<file path="config.mk">
export PLATFORM = sky130hd
export DESIGN_NAME = radix_integer_to_ascii
export DESIGN_NICKNAME = d
export VERILOG_FILES = /design/src/hw/rtl/rita_pkg.sv /design/src/hw/rtl/rita_div_unit.sv /design/src/hw/rtl/radix_integer_to_ascii.sv
export SDC_FILE = /design/constraint.sdc
export NUM_CORES = 1
export LEC_CHECK = 0
export BUFFER_PORTS_ARGS = -buffer_cell sky130_fd_sc_hd__clkbuf_2
export CAP_MARGIN = 20
export CORE_MARGIN = 10
export CORE_UTILIZATION = 39
export DETAILED_ROUTE_END_ITERATION = 7
export HOLD_SLACK_MARGIN = 0.1
export PLACE_DENSITY = 0.58
export SLEW_MARGIN = 20
export SYNTH_ARGS = -nofsm -noshare
export SYNTH_HDL_FRONTEND = slang
export SYNTH_SLANG_ARGS = --single-unit
</file>
<file path="constraint.sdc">
create_clock -name clk_i -period 5 [get_ports clk_i]
set_clock_uncertainty 0.1 [all_clocks]
set_input_delay 0.5 -clock clk_i [delete_from_list [all_inputs] [get_ports clk_i]]
set_output_delay 0.5 -clock clk_i [all_outputs]
set_load 0.02 [all_outputs]
</file>
<file path="src/hw/rtl/rita_pkg.sv">
`timescale 1ns / 1ps
// ----------------------------------------------------------------------------
// rita_pkg
// Shared widths, constants, types and helpers of the integer-to-ASCII block.
// ----------------------------------------------------------------------------
package rita_pkg;

  localparam int unsigned ValueW           = 64;
  localparam int unsigned ValueBitsDefault = 64;
  localparam int unsigned RadixW           = 6;
  localparam int unsigned DigitW           = 6;
  localparam int unsigned CharW            = 8;
  localparam int unsigned CountW           = 7;
  localparam int unsigned MaxDigits        = 64;
  localparam int unsigned IdxW             = $clog2(MaxDigits);

  localparam int unsigned RadixMin   = 2;
  localparam int unsigned RadixMax   = 36;
  localparam int unsigned DecimalMax = 9;
  localparam int unsigned DecimalBase = 10;

  localparam logic [CharW-1:0] CharZero   = 8'h30;
  localparam logic [CharW-1:0] CharUpperA = 8'h41;
  localparam logic [CharW-1:0] CharLowerA = 8'h61;

  localparam logic [CountW-1:0] LastDigitIdx = CountW'(MaxDigits - 1);

  // Commands from the sequencer to the serial divider.
  typedef struct packed {
    logic load;    // take a new value and radix
    logic negate;  // replace the loaded value by its two's complement
    logic cont;    // run one more division pass on the quotient
  } rita_div_ctrl_t;

  // Result of one division pass.
  typedef struct packed {
    logic              done;
    logic              quot_zero;
    logic [DigitW-1:0] digit;
  } rita_div_status_t;

  function automatic logic [RadixW-1:0] radix_clamp(logic [RadixW-1:0] r);
    logic [RadixW-1:0] res;
    res = r;
    if (r < RadixW'(RadixMin)) res = RadixW'(RadixMin);
    if (r > RadixW'(RadixMax)) res = RadixW'(RadixMax);
    return res;
  endfunction

  function automatic logic [CharW-1:0] digit_ascii(logic [DigitW-1:0] d, logic upper);
    logic [CharW-1:0] base;
    logic [CharW-1:0] res;
    base = upper ? CharUpperA : CharLowerA;
    if (d <= DigitW'(DecimalMax)) begin
      res = CharZero + CharW'(d);
    end else begin
      res = base + CharW'(d) - CharW'(DecimalBase);
    end
    return res;
  endfunction

endpackage

</file>
<file path="src/hw/rtl/rita_div_unit.sv">
`timescale 1ns / 1ps
// ----------------------------------------------------------------------------
// rita_div_unit
// Bit-serial magnitude and division unit: optional serial two's complement
// negation, then restoring division by the radix, one dividend bit a cycle.
// ----------------------------------------------------------------------------
module rita_div_unit import rita_pkg::*; #(
  parameter int unsigned VALUE_BITS = ValueBitsDefault
) (
  input  logic                  clk_i,
  input  logic                  rst_ni,
  input  rita_div_ctrl_t        ctrl_i,
  input  logic [VALUE_BITS-1:0] value_i,
  input  logic [RadixW-1:0]     radix_i,
  output rita_div_status_t      status_o
);

  localparam int unsigned BitCntW = $clog2(VALUE_BITS);
  localparam logic [BitCntW-1:0] LastBit = BitCntW'(VALUE_BITS - 1);

  typedef enum logic [2:0] {
    DivIdle = 3'b001,
    DivNeg  = 3'b010,
    DivRun  = 3'b100
  } div_state_e;

  div_state_e            state_q, state_d;
  logic [BitCntW-1:0]    cnt_q, cnt_d;
  logic                  done_q, done_d;
  logic [VALUE_BITS-1:0] sh_q, sh_d;
  logic [DigitW-1:0]     rem_q, rem_d;
  logic [RadixW-1:0]     radix_q, radix_d;
  logic                  seen_q, seen_d;
  logic                  nz_q, nz_d;

  logic [DigitW:0] trial;
  logic [DigitW:0] diff;
  logic            ge;
  logic            neg_bit;

  assign trial   = {rem_q, sh_q[VALUE_BITS-1]};
  assign diff    = trial - {1'b0, radix_q};
  assign ge      = trial >= {1'b0, radix_q};
  // Copy bits up to and including the lowest one, invert the rest.
  assign neg_bit = seen_q ? ~sh_q[0] : sh_q[0];

  always_comb begin
    state_d = state_q;
    cnt_d   = cnt_q;
    done_d  = 1'b0;
    sh_d    = sh_q;
    rem_d   = rem_q;
    radix_d = radix_q;
    seen_d  = seen_q;
    nz_d    = nz_q;

    case (state_q)
      DivIdle: begin
      end
      DivNeg: begin
        sh_d   = {neg_bit, sh_q[VALUE_BITS-1:1]};
        seen_d = seen_q | sh_q[0];
        cnt_d  = cnt_q + 1'b1;
        if (cnt_q == LastBit) begin
          cnt_d   = '0;
          state_d = DivRun;
        end
      end
      DivRun: begin
        sh_d  = {sh_q[VALUE_BITS-2:0], ge};
        rem_d = ge ? diff[DigitW-1:0] : trial[DigitW-1:0];
        nz_d  = nz_q | ge;
        cnt_d = cnt_q + 1'b1;
        if (cnt_q == LastBit) begin
          cnt_d   = '0;
          done_d  = 1'b1;
          state_d = DivIdle;
        end
      end
      default: begin
        state_d = DivIdle;
      end
    endcase

    if (ctrl_i.load) begin
      sh_d    = value_i;
      radix_d = radix_i;
      rem_d   = '0;
      nz_d    = 1'b0;
      seen_d  = 1'b0;
      cnt_d   = '0;
      state_d = ctrl_i.negate ? DivNeg : DivRun;
    end else if (ctrl_i.cont) begin
      rem_d   = '0;
      nz_d    = 1'b0;
      cnt_d   = '0;
      state_d = DivRun;
    end
  end

  always_ff @(posedge clk_i or negedge rst_ni) begin
    if (!rst_ni) begin
      state_q <= DivIdle;
      cnt_q   <= '0;
      done_q  <= 1'b0;
    end else begin
      state_q <= state_d;
      cnt_q   <= cnt_d;
      done_q  <= done_d;
    end
  end

  always_ff @(posedge clk_i) begin
    sh_q    <= sh_d;
    rem_q   <= rem_d;
    radix_q <= radix_d;
    seen_q  <= seen_d;
    nz_q    <= nz_d;
  end

  assign status_o.done      = done_q;
  assign status_o.quot_zero = ~nz_q;
  assign status_o.digit     = rem_q;

endmodule

</file>
<file path="src/hw/rtl/radix_integer_to_ascii.sv">
`timescale 1ns / 1ps
// ----------------------------------------------------------------------------
// radix_integer_to_ascii
// Converts an integer to its ASCII digit string in a radix from 2 to 36.
// ----------------------------------------------------------------------------
// Usage:
//   A request on the input channel (in_valid_i, in_stall_o) carries a value,
//   a signed selector, a radix, a letter case flag and an emit flag. Signed
//   values are converted as their magnitude; no sign is produced. With
//   emit_chars_i set, one result per digit leaves on the output channel
//   (out_valid_o, out_stall_i), most significant first, the last one marked
//   with last_o and carrying the digit count. With it clear, one result
//   carries only the count.
//   One request is processed at a time; in_stall_o stays high until its last
//   result has been loaded into the output register.
//   Per request: a negation pass (signed negative values only), then one
//   bit-serial division pass per digit, one dividend bit per cycle; then,
//   with emit_chars_i set, a read of the digit memory and a load of the
//   output for each digit.
//   Reset clears the sequencer and the output valid; the digit memory needs
//   no clearing. A stalled result holds in the output register and the
//   sequencer waits for it.
// ----------------------------------------------------------------------------
module radix_integer_to_ascii import rita_pkg::*; #(
  parameter int unsigned VALUE_BITS = ValueBitsDefault
) (
  input  logic              clk_i,
  input  logic              rst_ni,
  input  logic              in_valid_i,
  output logic              in_stall_o,
  input  logic [ValueW-1:0] value_i,
  input  logic              func_i,
  input  logic [RadixW-1:0] radix_i,
  input  logic              upper_case_i,
  input  logic              emit_chars_i,
  output logic              out_valid_o,
  input  logic              out_stall_i,
  output logic [CharW-1:0]  digit_char_o,
  output logic [CountW-1:0] digit_count_o,
  output logic              last_o
);

  typedef enum logic [3:0] {
    StIdle = 4'b0001,
    StDiv  = 4'b0010,
    StRead = 4'b0100,
    StOut  = 4'b1000
  } state_e;

  state_e            state_q, state_d;
  logic [CountW-1:0] count_q, count_d;
  logic [IdxW-1:0]   idx_q, idx_d;
  logic              emit_q, emit_d;
  logic              upper_q, upper_d;
  logic              out_valid_q, out_valid_d;
  logic [DigitW-1:0] rd_data_q;
  logic [CharW-1:0]  char_q;
  logic [CountW-1:0] out_count_q;
  logic              last_q;

  logic [DigitW-1:0] digit_store_q [MaxDigits];

  rita_div_ctrl_t   div_ctrl;
  rita_div_status_t div_st;

  logic accept;
  logic out_load;
  logic last_now;
  logic wr_en;
  logic div_cont;

  assign accept   = in_valid_i && (state_q == StIdle);
  assign out_load = (state_q == StOut) && (!out_valid_q || !out_stall_i);
  assign last_now = !emit_q || (idx_q == '0);
  assign wr_en    = (state_q == StDiv) && div_st.done;

  assign div_ctrl.load   = accept;
  assign div_ctrl.negate = func_i & value_i[VALUE_BITS-1];
  assign div_ctrl.cont   = div_cont;

  rita_div_unit #(
    .VALUE_BITS (VALUE_BITS)
  ) u_div (
    .clk_i    (clk_i),
    .rst_ni   (rst_ni),
    .ctrl_i   (div_ctrl),
    .value_i  (value_i[VALUE_BITS-1:0]),
    .radix_i  (radix_clamp(radix_i)),
    .status_o (div_st)
  );

  always_comb begin
    state_d  = state_q;
    count_d  = count_q;
    idx_d    = idx_q;
    emit_d   = emit_q;
    upper_d  = upper_q;
    div_cont = 1'b0;

    case (state_q)
      StIdle: begin
        if (accept) begin
          count_d = '0;
          emit_d  = emit_chars_i;
          upper_d = upper_case_i;
          state_d = StDiv;
        end
      end
      StDiv: begin
        if (div_st.done) begin
          count_d = count_q + 1'b1;
          if (!div_st.quot_zero && (count_q != LastDigitIdx)) begin
            div_cont = 1'b1;
          end else begin
            // Most significant digit sits at the last written entry.
            idx_d   = count_q[IdxW-1:0];
            state_d = emit_q ? StRead : StOut;
          end
        end
      end
      StRead: begin
        state_d = StOut;
      end
      StOut: begin
        if (out_load) begin
          if (last_now) begin
            state_d = StIdle;
          end else begin
            idx_d   = idx_q - 1'b1;
            state_d = StRead;
          end
        end
      end
      default: begin
        state_d = StIdle;
      end
    endcase
  end

  always_comb begin
    out_valid_d = out_valid_q;
    if (out_load) begin
      out_valid_d = 1'b1;
    end else if (!out_stall_i) begin
      out_valid_d = 1'b0;
    end
  end

  always_ff @(posedge clk_i or negedge rst_ni) begin
    if (!rst_ni) begin
      state_q     <= StIdle;
      count_q     <= '0;
      out_valid_q <= 1'b0;
    end else begin
      state_q     <= state_d;
      count_q     <= count_d;
      out_valid_q <= out_valid_d;
    end
  end

  always_ff @(posedge clk_i) begin
    idx_q   <= idx_d;
    emit_q  <= emit_d;
    upper_q <= upper_d;
    if (out_load) begin
      char_q      <= emit_q ? digit_ascii(rd_data_q, upper_q) : '0;
      out_count_q <= last_now ? count_q : '0;
      last_q      <= last_now;
    end
  end

  // Digit memory: remainders land least significant first.
  always_ff @(posedge clk_i) begin
    if (wr_en) begin
      digit_store_q[count_q[IdxW-1:0]] <= div_st.digit;
    end
    if (state_q == StRead) begin
      rd_data_q <= digit_store_q[idx_q];
    end
  end

  assign in_stall_o    = (state_q != StIdle);
  assign out_valid_o   = out_valid_q;
  assign digit_char_o  = char_q;
  assign digit_count_o = out_count_q;
  assign last_o        = last_q;

endmodule

</file>
Word-level counts from Yosys, hierarchy flattened
Memories as Yosys holds them, arrays and structs flattened. A register that Yosys moved wholly into a read port is not among the register bits.
Index checks and enable logic that the tools add are counted.
{ "totals": {"reg_bits": 124, "ram_bits": 384, "input_bits": 77, "output_inout_bits": 18, "elab_cells": 116, "n_memories": 1} }
{ "op_classes": {"n_addsub": 7, "order_cmp": 4, "eq_ne": 19, "muxes": 41, "bitwise": 4, "reduce_logical": 22} }
{ "mem_list": {"columns": ["name", "words", "word_bits", "rd", "rd_ports_with_merged_regs", "wr", "line_no", "text"], "rows": [
  ["digit_store_q", 64, 6, 1, 1, 1, "radix_integer_to_ascii.sv:61", "logic [DigitW-1:0] digit_store_q [MaxDigits];"]
]} }
{ "op_table": {"columns": ["cell", "count"], "rows": [
  ["64-bit one-hot mux with 2 select lines", 1],
  ["6-bit 2-to-1 mux", 11],
  ["64-bit 2-to-1 mux", 1],
  ["4-bit 2-to-1 mux", 5],
  ["3-bit 2-to-1 mux", 6],
  ["4-bit one-hot mux with 4 select lines", 1],
  ["7-bit 2-to-1 mux", 2],
  ["7-bit one-hot mux with 2 select lines", 1],
  ["6-bit one-hot mux with 2 select lines", 1],
  ["1-bit 2-to-1 mux", 10],
  ["3-bit one-hot mux with 3 select lines", 1],
  ["7-bit by 6-bit adder with 8-bit output", 1],
  ["8-bit 2-to-1 mux", 1],
  ["2-bit != test, second input constant", 4],
  ["4-bit by 3-bit != test with 1-bit output, second input constant", 2],
  ["8-bit by 4-bit subtractor with 8-bit output, second input constant", 1],
  ["6-bit by 6-bit adder with 7-bit output, first input constant", 1],
  ["7-bit by 1-bit adder with 7-bit output, second input constant", 1],
  ["7-bit by 6-bit greater-or-equal comparator with 1-bit output", 1],
  ["7-bit by 6-bit != test with 1-bit output, second input constant", 1],
  ["6-bit by 1-bit adder with 6-bit output, second input constant", 1],
  ["6-bit equality test, second input constant", 1],
  ["6-bit > comparator, second input constant", 1],
  ["6-bit by 4-bit less-or-equal comparator with 1-bit output, second input constant", 1],
  ["27 further kinds", 40]
]} }

Logic depth before layout (Yosys ltp)
Gate-level depths: netlist of run 1.
{ "logic_depth": {"ltp_word": 7, "depth_mapped": 10, "ltp_nobuf": 9} }

By module
From an unflattened synthesis of run 1, not the netlist that was laid out.
{ "unflattened": {"cells_unflattened": 1357, "hier_area_um2": 21991.1} }
{ "modules_own_cells": {"columns": ["module", "instances", "cells_each", "area_per_inst_um2"], "rows": [
  ["radix_integer_to_ascii", 1, 936, 17404.2],
  ["rita_div_unit", 1, 421, 4586.9]
]} }

Worst setup path before layout of run 1
Ideal clock, no wire load.
{ "synth_path": {"path_type": "register to register", "start": "register state_q[0]", "end": "register u_div.sh_q[0], enable pin", "setup_time_ns": 0.424, "t_arrival_ns": 2.855, "required_time_ns": 4.476, "path_slack_ns": 1.622, "path_stages_with_launch": 7, "n_path_buf": 3, "synth_period_minus_slack_ns": 3.378, "cell_sequence": "dfstp_2 buf_2 nor4b_1 nand2_1 clkbuf_1 clkbuf_1 nand2_1"} }
{ "synth_via": {"elab_chain_len": 3} }
{ "synth_rtl": {"columns": ["element", "line_no", "text"], "rows": [
  ["from (decl)", "radix_integer_to_ascii.sv:50", "state_e state_q, state_d;"],
  ["from (signal assigned)", "radix_integer_to_ascii.sv:151", "state_q <= StIdle;"],
  ["from (signal assigned)", "radix_integer_to_ascii.sv:155", "state_q <= state_d;"],
  ["4-bit by 1-bit equality test with 1-bit output", "radix_integer_to_ascii.sv:72", "assign accept = in_valid_i && (state_q == StIdle);"],
  ["1-bit logical AND", "radix_integer_to_ascii.sv:72", null],
  ["3-bit nonzero test (no line)", null, null],
  ["to (signal assigned)", "rita_div_unit.sv:114", "sh_q <= sh_d;"],
  ["to (decl)", "rita_div_unit.sv:30", "logic [VALUE_BITS-1:0] sh_q, sh_d;"]
]} }
Every way passes these cells.
A chain may end at the register's enable or synchronous reset.

Final worst setup path of run 1
{ "layout_path": {"start": "register state_q[3]", "end": "memory digit_store_q[52][4], enable pin"} }
{ "layout_via": {"elab_chain_len": 4} }
{ "layout_rtl": {"columns": ["element", "line_no", "text"], "rows": [
  ["4-bit by 2-bit equality test with 1-bit output", "radix_integer_to_ascii.sv:75", "assign wr_en = (state_q == StDiv) && div_st.done;"],
  ["1-bit logical AND", "radix_integer_to_ascii.sv:75", null],
  ["1-bit 2-to-1 mux", "radix_integer_to_ascii.sv:174", "if (wr_en) begin"],
  ["1-bit 2-to-1 mux (implied by the code)", "radix_integer_to_ascii.sv:175", "digit_store_q[count_q[IdxW-1:0]] <= div_st.digit;"],
  ["to (decl)", "radix_integer_to_ascii.sv:61", null]
]} }
Every way passes these cells.

==> results.ini, run 1 <==
[status]
status=finished clean

[drt]
drt_pre_antenna_iters=5
vias_per_cell=5.36
drc=0
routed_wirelength_mm=49.9
drt-initial-drc-count=1235
post_route_antenna_net_violation_count=0
wl_per_cell_um=21.5
route.vias.total=12400

[timing]
fmaxAchievable_mhz=321
final-max-slew-violation-count=0
endpoints_failing_setup=0
grt_setup_unrepaired=no
setup_total_negative_slack_ns=0
final_period_utilization_pct=62.4
least_margin_pin_slew_ns=1.04
number_of_hold_violations_in_the_final_report=0
setup_slack_ns=1.88
clock_period_minus_final_worst_setup_slack_ns=3.12
slew_headroom_pct=30.5

[setup_path]
critical_path_arrival_ns=3.26
endpoint_kind=flop
crit_family=simple AND/OR/NAND/NOR gates
critical-path-max-stage-delay_ns=0.75
worstPathMaxFanout=8
critical_path.n_buffers_inverters=0
crit_required_ns=5.14
worstSetupPathType=reg -> reg
timing.critical_path.cells=nor4b_4, and2_1, nand3_1, nor2_1
worst_setup_path_start_kind=flop
critPathSlowestCell=sky130_fd_sc_hd__nor2_1

[global_route]
largest_net_degree_at_the_start_of_global_routing=126
antenna_found_initial=0
first_global_vias=12700
grt_remaining_overflow=0
grt_util_all_layers_pct=14.9
grt_first_pass_wirelength_mm=77.0

[synth]
synth_xor_area_share_pct=0.481
netlist_area_sq_um=21800
yosys.cell_count.top_type=sky130_fd_sc_hd__edfxtp_1
warning_count_from_the_yosys_run=0
synthesized_flop_and_latch_total=514
synth.lib_cells_used.distinct=69
netlist_instances=1436
syn_avg_cell_area_sq_um=15.2
main_combinational_cell_family_by_area_after_synthesis=multiplexers
synth_async_sr_flop_share_pct=4.28
synth_top_area_share_pct=66.5
synthDominantAreaCellType=sky130_fd_sc_hd__edfxtp_1
seq_area_frac_synth_pct=69.8
syn_nets=1535
post_synth_fa_ha_maj_area_fraction_pct=1.37
synthMuxAreaShare_pct=10.7
synth_enable_flop_cells=484
synthesized_area_fraction_occupied_by_ao_oa_aoi_and_oai_cells_pct=6.09
synth_ff_type=sky130_fd_sc_hd__edfxtp_1
synth_simple_gate_area_share_pct=9.11
synth_area_leaders=sky130_fd_sc_hd__edfxtp_1, sky130_fd_sc_hd__mux4_2, sky130_fd_sc_hd__nand2_1
leading_post_synthesis_cells_by_instance_count=sky130_fd_sc_hd__edfxtp_1, sky130_fd_sc_hd__nand2_1, sky130_fd_sc_hd__nor2_1

[finish]
area_growth_syn_to_layout_pct=14.6
design.final.nets=1625
finished_cell_area_sq_um=25000
fill_cell_instance_count_of_the_final_layout=4876
num_antenna_cells=0
share_of_post_route_cells_with_drive_strength_above_1_pct=20.0

[cts]
cts_tree=built
cts-root-to-sink-buffers=3
worst_skew_pair.late_latency_ns=0.61
cts-htree-levels=2
postCtsSetupRepairBufs=0
cts_buffers=52
cts.sink_count=514
cts_root_buffer=sky130_fd_sc_hd__clkbuf_16
clk_pin_slew_ns=0.07

[pwr]
power_per_cell_area_nw_per_um2=526
post-layout-total-power_w=0.0132
irDropWorstVdd_v=0.000329
total_leakage_power_nw=8.56

[placement]
port_buffers=94
detailed_place_hpwl_mm=30.9
detailedPlace.worstSlack_ns=1.83
postPlaceCellArea_sq_um=23000
gp_congestion=0.789

[floorplan]
initial_utilization_pct=39.5
chipWidth_um=257
fp_rows=86
fp.coreArea_sq_um=55300
dieArea_sq_um=65900
boundaryPins=95
die_h_um=257

[worst_hold_path]
min_path_type=in -> reg

[flow_run]
drv_cap=0

[worst paths after layout]
kind                                           start                              to  slack (ns)  depth (start not counted)
setup / recovery              state_q[3]$_DFFE_PN0P_  digit_store_q[52][4]$_DFFE_PP_        1.88                          4
hold / removal                           value_i[63]    u_div.state_q[1]$_DFFE_PN0P_        0.13                          3
setup reg to reg              state_q[3]$_DFFE_PN0P_  digit_store_q[52][4]$_DFFE_PP_        1.88                          4
hold reg to reg            u_div.seen_q$_SDFFE_PP0P_       u_div.seen_q$_SDFFE_PP0P_        0.40                          2
max in group asynchronous                     rst_ni          count_q[0]$_DFFE_PN0P_        4.09                          2
min in group asynchronous                     rst_ni          count_q[4]$_DFFE_PN0P_        0.33                          2
[layout make-up]
cell class / instances / area [sq um] / share of cell area (%)
clock buffer: 64 / 1360 / 5.42
clock inverter: 34 / 593 / 2.37
inverter: 27 / 101 / 0.405
multi-input combinational: 810 / 6080 / 24.3
sequential: 514 / 15300 / 60.9
tap: 748 / 936 / 3.74
timing repair buffer: 121 / 722 / 2.88
[per-stage QoR]
| step | instances | utilization (%) | hold WS [ns] |
|---|---|---|---|
| after global placement | 2211 | 41.6 | 0.388 |
| after global routing | 2318 | 45.3 | 0.117 |
| after floorplan | 1436 | - | 0.104 |
| final | 2318 | 45.3 | 0.127 |
| after detailed placement | 2211 | 41.6 | 0.395 |
| after CTS | 2317 | 45.3 | 0.101 |
[cells in the final DEF (no fill, tap or decap), types with 6 or more instances in the layout]
master and count:
sky130_fd_sc_hd__nand2b_1 18, sky130_fd_sc_hd__clkbuf_2 94, sky130_fd_sc_hd__o211ai_1 6, sky130_fd_sc_hd__nor3_1 14
sky130_fd_sc_hd__nor2b_1 14, sky130_fd_sc_hd__clkbuf_1 11, sky130_fd_sc_hd__dfrtp_1 20, sky130_fd_sc_hd__clkbuf_16 52
sky130_fd_sc_hd__a21oi_1 16, sky130_fd_sc_hd__o22ai_1 20, sky130_fd_sc_hd__mux2_2 12, sky130_fd_sc_hd__and2_1 14
sky130_fd_sc_hd__a22oi_1 8, sky130_fd_sc_hd__o21ai_0 36, sky130_fd_sc_hd__mux2i_1 17, sky130_fd_sc_hd__nand2_1 169
sky130_fd_sc_hd__dfxtp_2 6, sky130_fd_sc_hd__dlygate4sd3_1 8, sky130_fd_sc_hd__nor2_1 171, sky130_fd_sc_hd__bufinv_16 14
sky130_fd_sc_hd__o21a_1 7, sky130_fd_sc_hd__a211oi_1 12, sky130_fd_sc_hd__o21ai_1 6, sky130_fd_sc_hd__mux4_1 12
sky130_fd_sc_hd__ha_1 20, sky130_fd_sc_hd__or2_2 6, sky130_fd_sc_hd__a31oi_1 65, sky130_fd_sc_hd__nand3_1 15
sky130_fd_sc_hd__buf_4 16, sky130_fd_sc_hd__inv_1 26, sky130_fd_sc_hd__xor2_1 7, sky130_fd_sc_hd__edfxtp_1 484
sky130_fd_sc_hd__clkinv_2 10, sky130_fd_sc_hd__mux4_2 76
[logic make-up after synthesis]
| group | Yosys count |
|---|---|
| DFF | 514 |
| and+or+nand+nor | 452 |
| AOI/OAI and AO/OA | 206 |
| muxes | 117 |
| buffers and inverters | 112 |
| adders and majority gates | 23 |
| xor gates and xnor gates | 12 |
[flip-flops by register name (all words and copies together) (netlist names), 3 cells and up]
| register | count |
|---|---|
| count_q | 7 |
| digit_char_o | 8 |
| digit_count_o | 7 |
| digit_store_q | 384 |
| idx_q | 6 |
| rd_data_q | 6 |
| state_q | 4 |
| u_div.cnt_q | 6 |
| u_div.radix_q | 6 |
| u_div.rem_q | 6 |
| u_div.sh_q | 64 |
| u_div.state_q | 3 |
[report_power, final]
part           switching, W  internal [W]  leakage (nW)
clock network       0.00169       0.00268         0.936
registers          0.000237       0.00569          4.82
logic               0.00190      0.000983          2.80
total               0.00383       0.00935          8.56
[timing repair]
action,CTS,global route
endpoints found under the hold margin,27,0
gates resized for setup,0,0
hold buffers,8,0
[worst register-to-register path: stages (launching register included)]
cell,delay (ns)
sky130_fd_sc_hd__dfrtp_1,0.47
sky130_fd_sc_hd__nor4b_4,0.40
sky130_fd_sc_hd__and2_1,0.34
sky130_fd_sc_hd__nand3_1,0.70
sky130_fd_sc_hd__nor2_1,0.76
[metal layers]
layer  up-vias  wire (um)  global-route usage, %
li1       5683          -                      -
met1      6320      22000                   20.1
met2       347      24300                   24.4
met3        76       2540                   2.34
met4         0       1180                   4.77
met5         -          0                      0
No activity file was read; power rests on OpenSTA's default activity.
==> run 2: changes to the inputs <==
--- a/config.mk
+++ b/config.mk
@@ -5,13 +5,14 @@
 export SDC_FILE = /design/constraint.sdc
 export NUM_CORES = 1
 export LEC_CHECK = 0
+export ABC_AREA = 1
 export BUFFER_PORTS_ARGS = -buffer_cell sky130_fd_sc_hd__clkbuf_2
 export CAP_MARGIN = 20
 export CORE_MARGIN = 10
 export CORE_UTILIZATION = 39
 export DETAILED_ROUTE_END_ITERATION = 7
 export HOLD_SLACK_MARGIN = 0.1
-export PLACE_DENSITY = 0.58
+export PLACE_DENSITY = 0.6
 export SLEW_MARGIN = 20
 export SYNTH_ARGS = -nofsm -noshare
 export SYNTH_HDL_FRONTEND = slang
==> constraint.sdc (replaced) <==
create_clock -name clk_i -period 2.6 [get_ports clk_i]
set_clock_uncertainty 0.1 [all_clocks]
set_input_delay 0.26 -clock clk_i [delete_from_list [all_inputs] [get_ports clk_i]]
set_output_delay 0.26 -clock clk_i [all_outputs]
set_load 0.02 [all_outputs]
==> results.ini, run 2 <==
[synth]
netlist_instances=2313  ; was 1436
synth_top_area_share_pct=61.6  ; was 66.5%
synth_ff_type=sky130_fd_sc_hd__edfxtp_1  ; unchanged
leading_post_synthesis_cells_by_instance_count=sky130_fd_sc_hd__nand2_1, sky130_fd_sc_hd__edfxtp_1, sky130_fd_sc_hd__nand3_1  ; was sky130_fd_sc_hd__edfxtp_1, sky130_fd_sc_hd__nand2_1, sky130_fd_sc_hd__nor2_1
post_synth_fa_ha_maj_area_fraction_pct=1.23  ; was 1.37%
synth.lib_cells_used.distinct=49  ; was 69
main_combinational_cell_family_by_area_after_synthesis=simple AND/OR/NAND/NOR gates  ; was multiplexers
netlist_area_sq_um=23600  ; was 21800 sq um
synthMuxAreaShare_pct=0  ; was 10.7%
synthDominantAreaCellType=sky130_fd_sc_hd__edfxtp_1  ; unchanged
synth_simple_gate_area_share_pct=21.6  ; was 9.11%
syn_nets=2412  ; was 1535
synth_async_sr_flop_share_pct=4.28  ; unchanged
synth_enable_flop_cells=484  ; unchanged
seq_area_frac_synth_pct=64.7  ; was 69.8%
yosys.cell_count.top_type=sky130_fd_sc_hd__nand2_1  ; was sky130_fd_sc_hd__edfxtp_1
synth_xor_area_share_pct=0.371  ; was 0.481%
warning_count_from_the_yosys_run=0  ; unchanged
synth_area_leaders=sky130_fd_sc_hd__edfxtp_1, sky130_fd_sc_hd__nand2_1, sky130_fd_sc_hd__nand3_1  ; was sky130_fd_sc_hd__edfxtp_1, sky130_fd_sc_hd__mux4_2, sky130_fd_sc_hd__nand2_1
synthesized_area_fraction_occupied_by_ao_oa_aoi_and_oai_cells_pct=4.84  ; was 6.09%
syn_avg_cell_area_sq_um=10.2  ; was 15.2 sq um
synthesized_flop_and_latch_total=514  ; unchanged

[placement]
port_buffers=94  ; unchanged
detailed_place_hpwl_mm=36.8  ; was 30.9 mm
postPlaceCellArea_sq_um=25600  ; was 23000 sq um
gp_congestion=0.865  ; was 0.789

[setup_path]
rr_startpoint=idx_q[0]$_DFFE_PP_  ; was state_q[3]$_DFFE_PN0P_
worstSetupPathType=reg -> reg  ; unchanged
endpoint_kind=flop  ; unchanged
critical_path.endpoint=rd_data_q[1]$_DFFE_PP_  ; was digit_store_q[52][4]$_DFFE_PP_
worstPathMaxFanout=48  ; was 8
critical_path.reg2reg.endpoint=rd_data_q[1]$_DFFE_PP_  ; was digit_store_q[52][4]$_DFFE_PP_
crit_required_ns=2.83  ; was 5.14 ns
critical_path_arrival_ns=2.67  ; was 3.26 ns
worst_setup_path_start_kind=flop  ; unchanged
worst_r2r_path_depth=10  ; was 4
crit_path_start=idx_q[0]$_DFFE_PP_  ; was state_q[3]$_DFFE_PN0P_
r2r_slack_ns=0.17  ; was 1.88 ns

[global_route]
largest_net_degree_at_the_start_of_global_routing=105  ; was 126
grt_util_all_layers_pct=16.9  ; was 14.9%
first_global_vias=17100  ; was 12700
grt_remaining_overflow=0  ; unchanged
antenna_found_initial=3  ; was 0
grt_first_pass_wirelength_mm=94.9  ; was 77.0 mm

[floorplan]
initial_utilization_pct=39.2  ; was 39.5%
chipWidth_um=266  ; was 257 um
fp_rows=90  ; was 86
dieArea_sq_um=70700  ; was 65900 sq um
boundaryPins=95  ; unchanged
die_h_um=266  ; was 257 um
fp.coreArea_sq_um=60100  ; was 55300 sq um

[cts]
worst_skew_pair.late_latency_ns=0.61  ; about the same
cts_buffers=54  ; was 52
cts_resized=0  ; unchanged
cts.sink_count=514  ; unchanged
cts-root-to-sink-buffers=3  ; unchanged
cts-htree-levels=2  ; unchanged
cts_tree=built  ; unchanged
cts_root_buffer=sky130_fd_sc_hd__clkbuf_16  ; unchanged
clk_pin_slew_ns=0.06  ; was 0.07 ns

[finish]
fill_cell_instance_count_of_the_final_layout=5575  ; was 4876
area_growth_syn_to_layout_pct=19.0  ; was 14.6%
share_of_post_route_cells_with_drive_strength_above_1_pct=14.7  ; was 20.0%
layout_commonest_cell=sky130_fd_sc_hd__nand2_1  ; was sky130_fd_sc_hd__edfxtp_1
finished_cell_area_sq_um=28100  ; was 25000 sq um
design.final.nets=2643  ; was 1625
commonest_non_fill_non_tap_cells_in_the_layout=sky130_fd_sc_hd__nand2_1, sky130_fd_sc_hd__edfxtp_1, sky130_fd_sc_hd__nand3_1  ; was sky130_fd_sc_hd__edfxtp_1, sky130_fd_sc_hd__nor2_1, sky130_fd_sc_hd__nand2_1
final-seq-area_sq_um=15300  ; unchanged
multiInputGateArea_sq_um=6620  ; was 6080 sq um
largest_register_ffs=384  ; unchanged

[timing]
number_of_hold_violations_in_the_final_report=0  ; unchanged
final-max-slew-violation-count=0  ; unchanged
fmaxAchievable_mhz=411  ; was 321 MHz
final_period_utilization_pct=93.5  ; was 62.4%
slew_headroom_pct=35.9  ; was 30.5%
grt_setup_unrepaired=no  ; unchanged
endpoints_failing_setup=0  ; unchanged
setup_total_negative_slack_ns=0  ; unchanged
clock_period_minus_final_worst_setup_slack_ns=2.43  ; was 3.12 ns
least_margin_pin_slew_ns=0.958  ; was 1.04 ns

[status]
status=finished clean  ; unchanged

[drt]
vias_per_cell=5.11  ; was 5.36
drt_pre_antenna_iters=7  ; was 5
drc=0  ; unchanged
routed_wirelength_mm=60.8  ; was 49.9 mm
drt-initial-drc-count=1663  ; was 1235
route.vias.total=17300  ; was 12400
wl_per_cell_um=18.0  ; was 21.5 um
post_route_antenna_net_violation_count=0  ; unchanged

[worst_hold_path]
min_path_type=in -> reg  ; unchanged

[pwr]
power_per_cell_area_nw_per_um2=869  ; was 526 nW/um^2
irDropWorstVdd_v=0.000715  ; was 0.000329 V
total_leakage_power_nw=11.5  ; was 8.56 nW

[flow_run]
drv_cap=0  ; unchanged

run 2: changes by cell type after synthesis, moves of 14 or more:
cell / delta
sky130_fd_sc_hd__nand2_1: +401
sky130_fd_sc_hd__nand3_1: +319
sky130_fd_sc_hd__inv_1: +263
sky130_fd_sc_hd__mux4_2: -76
sky130_fd_sc_hd__or2_2: +41
sky130_fd_sc_hd__buf_2: +33
sky130_fd_sc_hd__nand2b_1: -18
sky130_fd_sc_hd__mux2i_1: -17
sky130_fd_sc_hd__o22ai_1: -17
sky130_fd_sc_hd__and2_1: -14
sky130_fd_sc_hd__nor2b_1: -14
sky130_fd_sc_hd__o211ai_2: +14
run 2: kinds of logic after synthesis:
| family | Yosys count |
|---|---|
| AND/OR/NAND/NOR | 1173 |
| buffers and inverters | 419 |
| adder cells (fa/ha/maj) | 22 |
| XOR/XNOR | 10 |
| flip-flops | 514 |
| AO/OA/AOI/OAI | 175 |
run 2: worst min path at each step:
stage	end	slack, ns	start	depth (start not counted)
after floorplan	count_q[0]$_DFFE_PN0P_	-0.14	rst_ni	0
after global placement	out_valid_o$_DFFE_PN0P_	0.18	rst_ni	1
after detailed placement	out_valid_o$_DFFE_PN0P_	0.18	rst_ni	1
after CTS	emit_q$_DFFE_PP_	0.26	emit_chars_i	2
after global routing	upper_q$_DFFE_PP_	0.30	upper_case_i	2
final	emit_q$_DFFE_PP_	0.30	emit_chars_i	2
run 2: repair_timing:
action,CTS,global route
hold buffers,82,0
setup buffers,0,0
hold endpoints to repair,104,0
run 2: cell type report:
| cell class | count | share of cell area (%) |
|---|---|---|
| antenna | 9 | 0.0803 |
| clock buffer | 70 | 5.03 |
| clock inverter | 31 | 0.887 |
| inverter | 301 | 4.05 |
| multi-input combinational | 1380 | 23.6 |
| sequential | 514 | 54.4 |
| tap | 782 | 3.49 |
| timing repair buffer | 293 | 8.49 |
run 2: worst max-delay path: stages (launching register included):
cell,delay (ns)
sky130_fd_sc_hd__edfxtp_1,0.49
sky130_fd_sc_hd__clkinv_2,0.11
sky130_fd_sc_hd__buf_12,0.24
sky130_fd_sc_hd__buf_4,0.32
sky130_fd_sc_hd__nand2_1,0.12
sky130_fd_sc_hd__nand3_1,0.09
sky130_fd_sc_hd__nand3_1,0.08
sky130_fd_sc_hd__nand3_1,0.11
sky130_fd_sc_hd__nand3_1,0.17
sky130_fd_sc_hd__nand3_1,0.16
sky130_fd_sc_hd__nand2_1,0.13
run 2: report_power, final:
group | leakage, nW | internal, W | switching [W]
Sequential | 4.83 | 0.0105 | 0.000351
Combinational | 5.88 | 0.00193 | 0.00428
Clock | 0.799 | 0.00412 | 0.00319
Total | 11.5 | 0.0166 | 0.00782
run 2: per-stage QoR:
stage	worst slack [ns]	hold WS, ns	utilization [%]	total power, W	instances
floorplan	0.0562	-0.136	-	0.0150	2313
CTS	0.192	0.263	46.6	0.0245	3371
global route	0.0555	0.295	46.6	0.0256	3374
global placement	0.211	0.181	42.5	0.0170	3188
detailed placement	0.209	0.181	42.5	0.0171	3188
finish	0.168	0.299	46.7	0.0244	3380
run 2: routing by layer:
| metal | vias up | GRT usage (%) | share of wire, % |
|---|---|---|---|
| met1 | 8330 | 21.1 | 42 |
| met5 | - | 0 | 0 |
| li1 | 8212 | - | - |
| met3 | 168 | 2.51 | 5.5 |
| met4 | 0 | 6.59 | 3.7 |
| met2 | 550 | 29.1 | 49 |
